$ cat src/design/pnfe_ram.sv
`default_nettype none
module pnfe_ram #(
  parameter int unsigned WIDTH = 8,
  parameter int unsigned DEPTH = 256
) (
  input  wire                      clk,
  input  wire                      we,
  input  wire [$clog2(DEPTH)-1:0]  waddr,
  input  wire [WIDTH-1:0]          wdata,
  input  wire [$clog2(DEPTH)-1:0]  raddr,
  output logic [WIDTH-1:0]         rdata
);
  logic [WIDTH-1:0] mem [DEPTH];
  always_ff @(posedge clk) begin
    if (we) mem[waddr] <= wdata;
    rdata <= mem[raddr];
  end
endmodule
`default_nettype wire

$ cat config.mk
export PLATFORM = sky130hd
export DESIGN_NAME = pnfe_ram
export DESIGN_NICKNAME = d
export VERILOG_FILES = /design/src/design/pnfe_ram.sv
export SDC_FILE = /design/constraint.sdc
export NUM_CORES = 2
export LEC_CHECK = 0
export BUFFER_PORTS_ARGS = -buffer_cell sky130_fd_sc_hd__buf_2
export CORE_MARGIN = 1.5
export CORE_UTILIZATION = 47
export CTS_CLUSTER_DIAMETER = 120
export DETAILED_ROUTE_END_ITERATION = 6
export SETUP_SLACK_MARGIN = 0.3
export SLEW_MARGIN = 20
export SYNTH_ARGS = -nofsm -noshare
export SYNTH_HDL_FRONTEND = slang
export SYNTH_SLANG_ARGS = --single-unit
$ cat constraint.sdc
create_clock -name clk -period 2.8 [get_ports clk]
set_input_delay 0.42 -clock clk [delete_from_list [all_inputs] [get_ports clk]]
set_output_delay 0.42 -clock clk [all_outputs]
set_load 0.01 [all_outputs]
* Word-level counts from Yosys, hierarchy flattened
Memory sizes are Yosys's and may differ from the RTL's. A register that Yosys moved wholly into a read port is not among the register bits.
Index checks and enable logic that the tools add are counted.
** Cells by class
- Multiplexer cells :: 2
** Operator list (count)
- $mux 1 :: 2
** Word-level totals
- Bits in registers :: 0
- Memory bits (writable) :: 2048
- Logic and storage cells :: 3
- Bits of input ports :: 26
- Memories kept :: 1
** Memories
- mem :: depth 256, bits a word 8, read ports 1, clocked after Yosys merged registers in 1, wr ports 1, line 13 : logic [WIDTH-1:0] mem [DEPTH];

* Depth between registers and ports, before layout
- Word-level depth :: 2
- Mapped depth :: 11

* Worst setup path after synthesis
Ideal clock, no wire load.
- Kind :: in2reg
- From :: input port raddr[0]
- To :: register rdata[2] (read register of mem)
- Path buffers :: 4
- Stages on the path :: 9
- Data arrival time :: 2.227 ns
- Setup slack :: 0.442 ns
- Library setup time :: 0.131 ns
- Required time :: 2.669 ns
- Cells stage by stage :: buf_6 -> buf_12 -> buf_8 -> buf_2 -> mux4_2 -> a22oi_1 -> a21oi_1 -> nor4_1 -> nor4_2
** RTL lines
- from (decl) :: line 10 : input wire [$clog2(DEPTH)-1:0] raddr,
- to (decl) :: line 11 : output logic [WIDTH-1:0] rdata

==> results.sh <==
export IMPL_report_final_slew_viol_count=0
export IMPL_finalCriticalPeriod_ns=2.56
export IMPL_required_ns=3.47
export IMPL_ir_drop_mv=0.655
export IMPL_place_congestion=0.885
export IMPL_start_kind="flop"
export IMPL_final_core_util_pct=55.9
export IMPL_end_kind="flop"
export IMPL_core_sq_um=168000
export IMPL_wire_per_inst_um=30.5
export IMPL_worstSetupPathType="reg2reg"
export IMPL_synth_area_sq_um=79600
export IMPL_rows=150
export IMPL_root_buffer="clkbuf_16"
export IMPL_clock_skew_ns=0.0517
export IMPL_drtIter0Drc=5365
export IMPL_track_usage_pct=24.1
export IMPL_post_route_period_util_pct=91.5
export IMPL_cts_buffers=204
export IMPL_vias=41000
export IMPL_first_pass_iters=6
export IMPL_hp_class="in2reg"
export IMPL_p_sw_uw=14000
export IMPL_clock_path_buffers=3
export IMPL_drcViolationCount=0
export IMPL_grt_max_degree=112
export IMPL_dieHeight_um=414
export IMPL_io_pins=34
export IMPL_cts_tree="built"
export IMPL_grt_ovfl_total=0
export IMPL_fp_dieArea_sq_um=172000
export IMPL_synth_edff_count=2048
export IMPL_syn_avg_cell_area_sq_um=21.3
export IMPL_grt_pass1_vias=40900
export IMPL_n_fill_cell=12600
export IMPL_p_seq_share_pct=52.4
export IMPL_sw_frac_of_total_pct=21.6
export IMPL_yosysSeqAreaShare_pct=77.5
export IMPL_setup_viol=0
export IMPL_drive_above_1_share_pct=31.9
export IMPL_rsz0062_at_grt="true"
export IMPL_arrival_ns=3.24
export IMPL_layout_common_cells="2048 x edfxtp_1, 584 x buf_4, 454 x mux4_2"
export IMPL_grt_pass1_wl_um=297000
export IMPL_die_x_um=414
export IMPL_synth_largest_area_cell="edfxtp_1"
export IMPL_drt_wl_total_um=206000
export IMPL_fmax_mhz=390
export IMPL_cts_setup_buffers=0
export IMPL_antenna_found_initial=15
export IMPL_areaGrowthSynthToFinish_pct=17.8
export IMPL_ys_ff_latch=2056
export IMPL_p_leak_uw=0.0303
export IMPL_syn_nets=3759
export IMPL_final_common_cell="edfxtp_1"
export IMPL_clkTransAtPathRegs_ns=0.06
export IMPL_finalNetCount=4415
export IMPL_outcome="completed"
export IMPL_comb_power_share_pct=5.4
export IMPL_hold_violations=0
export IMPL_start_util_pct=47.5
export IMPL_cap_violations=0
export IMPL_ys_warn_count=0
export IMPL_portBuffers=33
export IMPL_power_internal_uw=50900
export IMPL_async_flop_share_pct=0
export IMPL_max_slew_margin_rel_pct=35.5
export IMPL_synth_area_leaders="edfxtp_1 77%, mux4_2 13%, mux2i_1 1.7%"
export IMPL_finalSetupTns_ns=0
export IMPL_p_per_area_nw_per_um2=692
export IMPL_synth_cell_type_count=55
export IMPL_synth_top_area_share_pct=77.3
export IMPL_dp_hpwl_um=135000
export IMPL_cts_num_sinks=2056
export IMPL_path_max_fanout=1
export IMPL_vias_per_cell=6.05
export IMPL_yosys_most_used_dff="edfxtp_1"
export IMPL_insertion_delay_ns=0.86
export IMPL_tightest_slew_ns=0.965
export IMPL_htree_levels=4
export IMPL_clock_power_share_pct=42.2
export IMPL_route_antenna_remaining_nets=0
export IMPL_netlist_instances=3733
-- final timing paths --
path	start	end	slack (ns)	cells past startpoint
setup / recovery	mem[83][2]	rdata[2]	0.24	5
setup reg to reg	mem[83][2]	rdata[2]	0.24	5
hold / removal	wdata[6]	mem[30][6]	0.02	1
hold reg to reg	mem[40][3]	rdata[3]	1.14	7
-- cells by family after synthesis --
group                  after synthesis  synth area share [%]
buffers and inverters              235                  1.83
DFF                               2056                  77.5
AOI/OAI and AO/OA                  385                  3.42
muxes                              591                  14.6
and+or+nand+nor                    466                  2.63
-- routing by layer --
| metal | GRT usage (%) | share of wire [%] | vias up |
|---|---|---|---|
| li1 | - | - | 17000 |
| met1 | 36.3 | 43 | 22000 |
| met2 | 36.9 | 47 | 1678 |
| met3 | 3.76 | 7.7 | 305 |
| met4 | 6.16 | 2.4 | 6 |
| met5 | 0 | 0.018 | - |
-- state kept, by name (all words and copies together), names as in the netlist --
signal / cells
mem: 2048
rdata: 8
-- layout make-up --
| class | instances | area (sq um) | share of cell area (%) |
|---|---|---|---|
| diodes | 3 | 7.51 | 0.00801 |
| clock buffers | 258 | 5320 | 5.67 |
| clock inverters | 126 | 1410 | 1.51 |
| inverters | 2 | 7.51 | 0.00801 |
| multi-input cells | 1442 | 16600 | 17.7 |
| flip-flops and latches | 2056 | 61700 | 65.8 |
| well taps | 2204 | 2760 | 2.94 |
| repair buffers | 683 | 5950 | 6.35 |
-- what timing repair did --
action                                  4_1_cts  5_1_grt
endpoints found under the setup margin        2        8
gates resized for setup                       5       16
pin swaps                                     0        1
endpoints found under the hold margin        79        0
hold buffers                                  4        0
cloned                                        0        2
-- power by group through the flow --
stage	registers, uW	logic (uW)	clock network (uW)
CTS	34000	3510	27800
global route	34000	3700	29000
global placement	34600	3470	0
finish	34000	3520	27300
floorplan	34600	1650	0
detailed placement	34600	3500	0
-- per-stage QoR --
stage	area (sq um)	hold WS (ns)	worst slack, ns	power (uW)	std cells
after global placement	86800	0.651	-1.24	38100	6381
final	93700	0.0214	0.237	64900	6774
after CTS	93600	0.00522	0.234	65300	6769
after detailed placement	86800	0.649	-0.932	38100	6381
after global routing	93700	0.0172	0.248	66600	6772
after floorplan	79600	0.519	0.442	36300	3733
-- synth_stat cells, types with 2 or more instances --
| cell | count |
|---|---|
| a311oi_1 | 2 |
| buf_6 | 21 |
| a2111oi_1 | 2 |
| nand2b_1 | 8 |
| nand4_1 | 10 |
| buf_2 | 31 |
| buf_1 | 22 |
| or2_2 | 4 |
| mux4_1 | 2 |
| o221ai_1 | 46 |
| a22o_1 | 8 |
| a22oi_1 | 133 |
| buf_8 | 13 |
| o22ai_1 | 28 |
| nor2b_1 | 31 |
| mux4_2 | 454 |
| o211ai_1 | 10 |
| and2_1 | 6 |
| a2111oi_0 | 2 |
| nand3b_1 | 2 |
| nand2_1 | 33 |
| nor4_2 | 3 |
| nor4_1 | 24 |
| and3b_1 | 2 |
| nor2_1 | 282 |
| clkbuf_1 | 111 |
| buf_4 | 27 |
| mux2i_1 | 134 |
| a221oi_1 | 13 |
| a211oi_1 | 16 |
| nand3_1 | 34 |
| edfxtp_1 | 2048 |
| o21ai_0 | 10 |
| nor3_1 | 22 |
| dfxtp_1 | 8 |
| o32ai_1 | 4 |
| a21oi_1 | 96 |
| o22a_1 | 5 |
| o21ai_1 | 2 |
| a31oi_1 | 2 |
| buf_12 | 8 |
-- worst max-delay path: stages (launching register included) --
cell	delay [ns]
edfxtp_1	0.35
mux4_2	0.53
mux4_2	0.56
nor2b_1	0.18
nor4_2	0.64
nor4_2	0.11
(Power assumes the default switching activity.)
